`src/rtl/pld_pkg.sv`:
```
`default_nettype none
package pld_pkg;

   localparam int MAX_PARTICLES = 1024;
   localparam int ADDR_W = $clog2(MAX_PARTICLES);
   localparam int IDX_W = 10;
   localparam int POS_W = 32;
   localparam int CUT_W = 24;
   localparam int VAL_W = 32;
   localparam int CSR_IDX_W = 3;

   // Stored particle record: type, z, y, x.
   localparam int REC_W = 3 * POS_W + 1;

   // Opcodes of a request transaction.
   localparam logic [1:0] OPC_LOAD = 2'd0;
   localparam logic [1:0] OPC_PAIR = 2'd1;
   localparam logic [1:0] OPC_READ = 2'd2;

   // Configuration register indexes.
   localparam logic [CSR_IDX_W-1:0] CSR_BOX_X = 3'd0;
   localparam logic [CSR_IDX_W-1:0] CSR_BOX_Y = 3'd1;
   localparam logic [CSR_IDX_W-1:0] CSR_BOX_Z = 3'd2;
   localparam logic [CSR_IDX_W-1:0] CSR_CUT00 = 3'd3;
   localparam logic [CSR_IDX_W-1:0] CSR_CUT01 = 3'd4;
   localparam logic [CSR_IDX_W-1:0] CSR_CUT11 = 3'd5;

   localparam logic [31:0] BOX_RESET = 32'd10485760;
   localparam logic [CUT_W-1:0] CUT_RESET = 24'd786432;

   // 7.5/pi in Q.28.
   localparam logic [31:0] WEIGHT_K = 32'd640842446;

   // Divider step counts for the three kinds of division.
   localparam logic [6:0] DIV_STEPS_MOD = 7'd33;
   localparam logic [6:0] DIV_STEPS_U = 7'd44;
   localparam logic [6:0] DIV_STEPS_C = 7'd64;

   localparam logic [4:0] SQRT_LAST = 5'd23;

   typedef enum logic [4:0] {
      DP_NONE,
      DP_LATCH,
      DP_LOAD,
      DP_RD_PI,
      DP_CAP_I_RD_PJ,
      DP_CAP_J,
      DP_AX_START,
      DP_AX_FIN,
      DP_MUL_MAG,
      DP_ACC,
      DP_SQRT_INIT,
      DP_SQRT_STEP,
      DP_U_START,
      DP_U_FIN,
      DP_MUL_U,
      DP_MUL_K,
      DP_MUL_DONE,
      DP_C_START,
      DP_C_FIN,
      DP_WGT,
      DP_RD_DJ,
      DP_ADD_J,
      DP_RD_DI,
      DP_ADD_I,
      DP_DENS,
      DP_PUBLISH
   } dp_op_type;

   typedef struct packed {
      dp_op_type  op;
      logic [1:0] axis;
   } dp_cmd_type;

   typedef struct packed {
      logic [1:0] opcode;
      logic       idx_ok;
      logic       div_done;
      logic       beyond;
      logic       c_clip;
   } dp_status_type;

   typedef struct packed {
      logic [63:0] dividend;
      logic [32:0] divisor;
      logic [6:0]  steps;
   } div_req_type;

endpackage
`default_nettype wire

```
`src/rtl/pld_ctrl.sv`:
```
`default_nettype none
module pld_ctrl (
   input  wire                        clock,
   input  wire                        reset,
   input  wire                        req_valid,
   output logic                       req_stall,
   output logic                       rsp_valid,
   input  wire                        rsp_stall,
   input  pld_pkg::dp_status_type     status,
   output pld_pkg::dp_cmd_type        cmd
);
   import pld_pkg::*;

   typedef enum logic [4:0] {
      S_IDLE,
      S_DECODE,
      S_LOAD,
      S_RD_PI,
      S_RD_PJ,
      S_CAP_J,
      S_AX_START,
      S_AX_WAIT,
      S_MUL_MAG,
      S_ACC,
      S_CMP,
      S_SQRT_INIT,
      S_SQRT,
      S_U_START,
      S_U_WAIT,
      S_MUL_U,
      S_MUL_K,
      S_MUL_DONE,
      S_C_START,
      S_C_WAIT,
      S_WGT,
      S_RD_DJ,
      S_ADD_J,
      S_RD_DI,
      S_ADD_I,
      S_RD_D,
      S_DENS,
      S_FINISH
   } state_type;

   state_type  state_ff, state_in;
   logic [1:0] ax_ff, ax_in;
   logic [4:0] sq_cnt_ff, sq_cnt_in;
   logic [1:0] pass_ff, pass_in;
   logic       rsp_valid_ff, rsp_valid_in;
   logic       slot_free;

   assign slot_free = !rsp_valid_ff || !rsp_stall;

   always_comb begin
      state_in = state_ff;
      ax_in = ax_ff;
      sq_cnt_in = sq_cnt_ff;
      pass_in = pass_ff;
      rsp_valid_in = rsp_valid_ff && rsp_stall;
      cmd.op = DP_NONE;
      cmd.axis = ax_ff;
      unique case (state_ff)
         S_IDLE: begin
            if (req_valid) begin
               cmd.op = DP_LATCH;
               state_in = S_DECODE;
            end
         end
         S_DECODE: begin
            if (!status.idx_ok) begin
               state_in = S_FINISH;
            end else begin
               unique case (status.opcode)
                  OPC_LOAD: state_in = S_LOAD;
                  OPC_PAIR: state_in = S_RD_PI;
                  OPC_READ: state_in = S_RD_D;
                  default: state_in = S_FINISH;
               endcase
            end
         end
         S_LOAD: begin
            cmd.op = DP_LOAD;
            state_in = S_FINISH;
         end
         S_RD_PI: begin
            cmd.op = DP_RD_PI;
            state_in = S_RD_PJ;
         end
         S_RD_PJ: begin
            cmd.op = DP_CAP_I_RD_PJ;
            state_in = S_CAP_J;
         end
         S_CAP_J: begin
            cmd.op = DP_CAP_J;
            ax_in = 2'd0;
            state_in = S_AX_START;
         end
         S_AX_START: begin
            cmd.op = DP_AX_START;
            state_in = S_AX_WAIT;
         end
         S_AX_WAIT: begin
            if (status.div_done) begin
               cmd.op = DP_AX_FIN;
               state_in = S_MUL_MAG;
            end
         end
         S_MUL_MAG: begin
            cmd.op = DP_MUL_MAG;
            state_in = S_ACC;
         end
         S_ACC: begin
            cmd.op = DP_ACC;
            if (ax_ff == 2'd2) begin
               state_in = S_CMP;
            end else begin
               ax_in = ax_ff + 2'd1;
               state_in = S_AX_START;
            end
         end
         S_CMP: begin
            state_in = status.beyond ? S_FINISH : S_SQRT_INIT;
         end
         S_SQRT_INIT: begin
            cmd.op = DP_SQRT_INIT;
            sq_cnt_in = '0;
            state_in = S_SQRT;
         end
         S_SQRT: begin
            cmd.op = DP_SQRT_STEP;
            sq_cnt_in = sq_cnt_ff + 5'd1;
            if (sq_cnt_ff == SQRT_LAST) begin
               state_in = S_U_START;
            end
         end
         S_U_START: begin
            cmd.op = DP_U_START;
            state_in = S_U_WAIT;
         end
         S_U_WAIT: begin
            if (status.div_done) begin
               cmd.op = DP_U_FIN;
               state_in = S_MUL_U;
            end
         end
         S_MUL_U: begin
            cmd.op = DP_MUL_U;
            state_in = S_MUL_K;
         end
         S_MUL_K: begin
            cmd.op = DP_MUL_K;
            state_in = S_MUL_DONE;
         end
         S_MUL_DONE: begin
            cmd.op = DP_MUL_DONE;
            pass_in = '0;
            state_in = S_C_START;
         end
         S_C_START: begin
            cmd.op = DP_C_START;
            state_in = S_C_WAIT;
         end
         S_C_WAIT: begin
            if (status.div_done) begin
               cmd.op = DP_C_FIN;
               // Three divisions by the cutoff, cut short once the value clips.
               if (status.c_clip || pass_ff == 2'd2) begin
                  state_in = S_WGT;
               end else begin
                  pass_in = pass_ff + 2'd1;
                  state_in = S_C_START;
               end
            end
         end
         S_WGT: begin
            cmd.op = DP_WGT;
            state_in = S_RD_DJ;
         end
         S_RD_DJ: begin
            cmd.op = DP_RD_DJ;
            state_in = S_ADD_J;
         end
         S_ADD_J: begin
            cmd.op = DP_ADD_J;
            state_in = S_RD_DI;
         end
         S_RD_DI: begin
            cmd.op = DP_RD_DI;
            state_in = S_ADD_I;
         end
         S_ADD_I: begin
            cmd.op = DP_ADD_I;
            state_in = S_FINISH;
         end
         S_RD_D: begin
            cmd.op = DP_RD_DI;
            state_in = S_DENS;
         end
         S_DENS: begin
            cmd.op = DP_DENS;
            state_in = S_FINISH;
         end
         S_FINISH: begin
            if (slot_free) begin
               cmd.op = DP_PUBLISH;
               rsp_valid_in = 1'b1;
               state_in = S_IDLE;
            end
         end
         default: state_in = S_IDLE;
      endcase
   end

   always_ff @(posedge clock) begin
      if (reset) begin
         state_ff <= S_IDLE;
         ax_ff <= '0;
         sq_cnt_ff <= '0;
         pass_ff <= '0;
         rsp_valid_ff <= 1'b0;
      end else begin
         state_ff <= state_in;
         ax_ff <= ax_in;
         sq_cnt_ff <= sq_cnt_in;
         pass_ff <= pass_in;
         rsp_valid_ff <= rsp_valid_in;
      end
   end

   assign req_stall = state_ff != S_IDLE;
   assign rsp_valid = rsp_valid_ff;

endmodule
`default_nettype wire

```
`config.mk`:
```
export PLATFORM = sky130hd
export DESIGN_NAME = pld_ctrl
export DESIGN_NICKNAME = d
export VERILOG_FILES = /design/src/rtl/pld_pkg.sv /design/src/rtl/pld_ctrl.sv
export SDC_FILE = /design/constraint.sdc
export NUM_CORES = 1
export LEC_CHECK = 0
export BUFFER_PORTS_ARGS = -buffer_cell sky130_fd_sc_hd__buf_2
export CAP_MARGIN = 40
export CORE_MARGIN = 1
export CORE_UTILIZATION = 60
export DETAILED_ROUTE_END_ITERATION = 12
export PLACE_DENSITY = 0.9
export SYNTH_ARGS = -nofsm -noshare
export SYNTH_HDL_FRONTEND = slang
export SYNTH_SLANG_ARGS = --single-unit
```
`constraint.sdc`:
```
create_clock -name clock -period 5 [get_ports clock]
set_input_delay 1 -clock clock [delete_from_list [all_inputs] [get_ports clock]]
set_output_delay 1 -clock clock [all_outputs]
set_load 0.1 [all_outputs]
```
# Yosys cells after proc, flatten, opt, wreduce, memory -nomap -nowiden
# Index checks and enable logic that the tools add are counted.
# totals
reg_bits	15
input_bits	10
output_inout_bits	9
elab_cells	90
# op_classes
n_addsub	3
n_eq_ne	40
muxes	26
reduce_logical	16
# ops
cell	count
one-hot mux 5 bit (26 select lines)	1
one-hot mux 5 bit (25 select lines)	1
== test 5 bit, second input constant	13
2-to-1 mux 5 bit	10
== test 5 x 4 -> 1 bit, second input constant	8
== test 5 x 3 -> 1 bit, second input constant	4
!= test 2 bit, second input constant	8
one-hot mux 5 bit (3 select lines)	1
== test 5 x 2 -> 1 bit, second input constant	2
one-hot mux 5 bit (2 select lines)	1
2-to-1 mux 4 bit	2
one-hot mux 2 bit (2 select lines)	2
== test 2 bit, second input constant	3
2-to-1 mux 2 bit	3
2-to-1 mux 3 bit	2
AND reduction 6 bit	1
nonzero test 2 bit	3
adder 5 x 1 -> 5 bit, second input constant	1
== test 5 x 1 -> 1 bit, second input constant	1
logical NOT 5 bit	1
nonzero test 5 bit	1
adder 2 x 1 -> 2 bit, second input constant	2
2-to-1 mux 1 bit	3
AND reduction 3 bit	1
8 further kinds	10

# Logic depth before layout (Yosys ltp)
# depth
depth_word	5
depth_mapped	8
ltp_nobuf	7

# Least setup slack after synthesis
# No wires, ideal clock.
# synth_timing
path_type	input to output
startpoint	in status[2] (netlist bit)
endpoint	out cmd[6] (netlist bit)
arrival_ns	4.132
t_required_ns	4.000
setup_slack_ns	-0.132
stages	2
path_buffers	0
path_cell_list	inv_1 o41ai_1
# synth_rtl
item	line	text
start, declared	pld_ctrl.sv:9	input pld_pkg::dp_status_type status,
end, declared	pld_ctrl.sv:10	output pld_pkg::dp_cmd_type cmd

==> impl_results.md <==
- Highest clock rate: 274 MHz
- TritonCTS buffer count: 3
- Worst skew pair latency: 290 ps
- Final Hold Viols: 0
- Max-slew violation count: 0
- Ant. Diodes: 0
- Hold path depth: 1
- Minimum clock period: 3650 ps
- # nets final: 215
- Final setup fails: 0
- Slowest CP cell: dfxtp_1
- Area Growth Syn to Fin: 8.40%
- FFs w/ async S/R, synth: 0%
- Critical path's largest stage delay: 960 ps
- CTS tree: done
- Critical Path Source Type: flip-flop
- Seq/Total Area, Yosys: 22.4%
- IR drop worst, VDD: 0.000429 V
- Starting Density: 66.3%
- GRT Util Overall: 32.6%
- Crit path max-delay family: flip-flops
- Max-cap violations: 0
- Worst Reg-to-Reg Cells: 5
- Synthesized area per cell: 6.99 um2
- Worst-Margin Slew: 960 ps
- Number of flops mapped to enable cells by yosys: 0
- Global placer's final weighted congestion: 0.954
- Req. time, crit path: 4000 ps
- Worst R2R End: state_ff[1]
- Pin count of the biggest net entering global routing: 28
- Vias in the first global route: 1360
- Static leakage: 0.548 nW
- I/O Buffers: 18
- Total grt overflow: 0
- CTS clk-pin slew, worst paths: 90 ps
- Mapped Area: 1340 um2
- Clk_skew: 2.93 ps
- Yosys top cell area share: 22.4%
- Post-synth top flop: dfxtp_1
- Status: complete, no violations
- Most frequent cell after synthesis: nor2_1
- FP Rows: 16
- Postcts setup bufs: 0
- H-tree Lvls: 1
- First-pass GRT wire length: 6.18 mm
- Final setup margin: 1350 ps
- Core ar.: 2020 um2
- Arrival time of the worst setup path: 2650 ps
- WP buf/inv: 2
- Antenna-violating nets left: 0
- Crit path cell chain: inv_2, nand2_1, a21oi_1, a211o_1, a21oi_1, buf_2
- Initial drt markers: 87
- Power density cells: 646 nW/um2
- Area leader, netlist: dfxtp_1
- Clk sinks: 15
- Mapped Nets: 205
- PostCTS Resize Cnt: 0
- Share of cells above drive strength 1: 14.9%
- Clock Tree Buf Depth: 2
- Die X: 49.3 um
- Synth Register Bits: 15
- Die height: 49.3 um
- Hold Path Class: flip-flop to flip-flop
- DR pass1 iterations: 5
- Hold buffers post-CTS: 0
- Dpl hpwl: 2.54 mm
- Distinct cells, synth: 45
- Worst slack, placed: 1760 ps
- CP endpoint kind: output pin
- Final period util: 73.1%
- Commonest cells post-synth: 23 x nor2_1, 19 x a21oi_1, 18 x nand2_1
- Hold wc startpoint: sq_cnt_ff[4]
- Via-to-Cell Ratio: 6.77
- Dominant cells by area after synthesis: dfxtp_1 22%, a21oi_1 7.1%, nor2_1 6.4%
- Max-slew headroom: 35.9%
- Antenna violations before repair: 0
- CP Class: flip-flop to output pin
- Crit-path max FO: 27
- Most used cell along the critical path: a21oi_1
- Unrepaired setup endpoints after global routing: no
- Warnings, synthesis: 0
- Hold EP: sq_cnt_ff[4]
- DIE AREA: 2430 um2
- Cells after synthesis: 192
- Ports: 19
- # DRC: 0
- Setup_tns: 0 ps
- Reg-to-Reg Start: state_ff[1]
- Reg2Reg Setup Slack: 2710 ps
- Clock root buffer: clkbuf_4
- DR vias: 1543
- WL/cell: 15.7 um
- Final WL: 3.57 mm
-- worst reg2reg max path, stage by stage, from the launching register on --
cell and delay (ps):
dfxtp_1 820, nand3_1 420, a2111oi_2 530, nor4_4 150
nand2_1 140, o32ai_1 100
-- routing by layer --
layer  vias up  routed length [um]  GRT usage, %
li1        739                   -             -
met1       683                1460          42.6
met2       107                1650          50.7
met3        14                 365          5.92
met4         0                  97          16.7
met5         -                   0             0
-- final cells by class --
class,instances,area (um2)
inverters,10,37.5
well taps,27,33.8
fillers,157,568
flip-flops and latches,15,300
multi-input cells,152,936
repair buffers,20,120
clock buffers,4,26.3
-- layout by cell type (no fill, tap or decap), types with 2 or more instances in the layout --
cell and n:
nor2_1 23, a21oi_1 19, nand2_1 18, buf_2 18, dfxtp_1 15, o21ai_0 9
inv_1 8, nand3_1 7, nor3_1 7, o32ai_1 7, nand2b_1 6, a211oi_1 5
nor2b_1 4, nor4_1 3, nor3b_1 3, a31oi_1 3, a211o_1 3, a22oi_1 3
ha_1 3, clkbuf_4 3, inv_2 2, xnor2_1 2, o22ai_1 2, o31ai_1 2
o21ai_1 2, or4_1 2, o41ai_1 2, buf_8 2
-- metrics by stage --
stage	instances	hold slack (ps)	util [%]	power (mW)	instance area (um2)
after floorplan	192	429	-	0.755	1350
after global placement	222	456	69.1	0.828	1400
after detailed placement	224	460	70.6	0.856	1430
after CTS	228	473	71.9	0.927	1450
after global routing	228	520	71.9	0.997	1450
final	228	498	71.9	0.939	1450
-- flip-flops by register name, indices dropped and copies added (netlist names) --
name,count
ax_ff,2
pass_ff,2
rsp_valid,1
sq_cnt_ff,5
state_ff,5
-- kinds of logic (layout without fill, tap and decap cells) --
logic type / count (synthesis) / in the layout / share of synthesized area (%)
simple gates: 80 / 80 / 31.0
compound gates: 66 / 66 / 33.4
buf+inv: 25 / 34 / 8.39
flops: 15 / 15 / 22.4
fa+ha+maj: 3 / 3 / 2.80
xor+xnor: 2 / 2 / 1.31
mux: 1 / 1 / 0.746
-- power breakdown --
| group | total [mW] | internal (mW) | switching [mW] | leakage, nW |
|---|---|---|---|---|
| Clock | 0.0695 | 0.0311 | 0.0384 | 0.0150 |
| Combinational | 0.663 | 0.184 | 0.479 | 0.411 |
| Sequential | 0.206 | 0.137 | 0.0691 | 0.122 |
-- worst max-delay path by stage --
| stage | start | to | slack (ps) | cells after the start |
|---|---|---|---|---|
| global placement | status[2] | cmd[3] | 1780 | 7 |
| finish | state_ff[3] | cmd[4] | 1350 | 6 |
| floorplan | status[2] | cmd[5] | 530 | 3 |
| detailed placement | state_ff[3] | cmd[4] | 1760 | 6 |
| CTS | state_ff[3] | cmd[4] | 1450 | 6 |
| global route | state_ff[3] | cmd[4] | 1200 | 6 |
(Power assumes the default switching activity.)
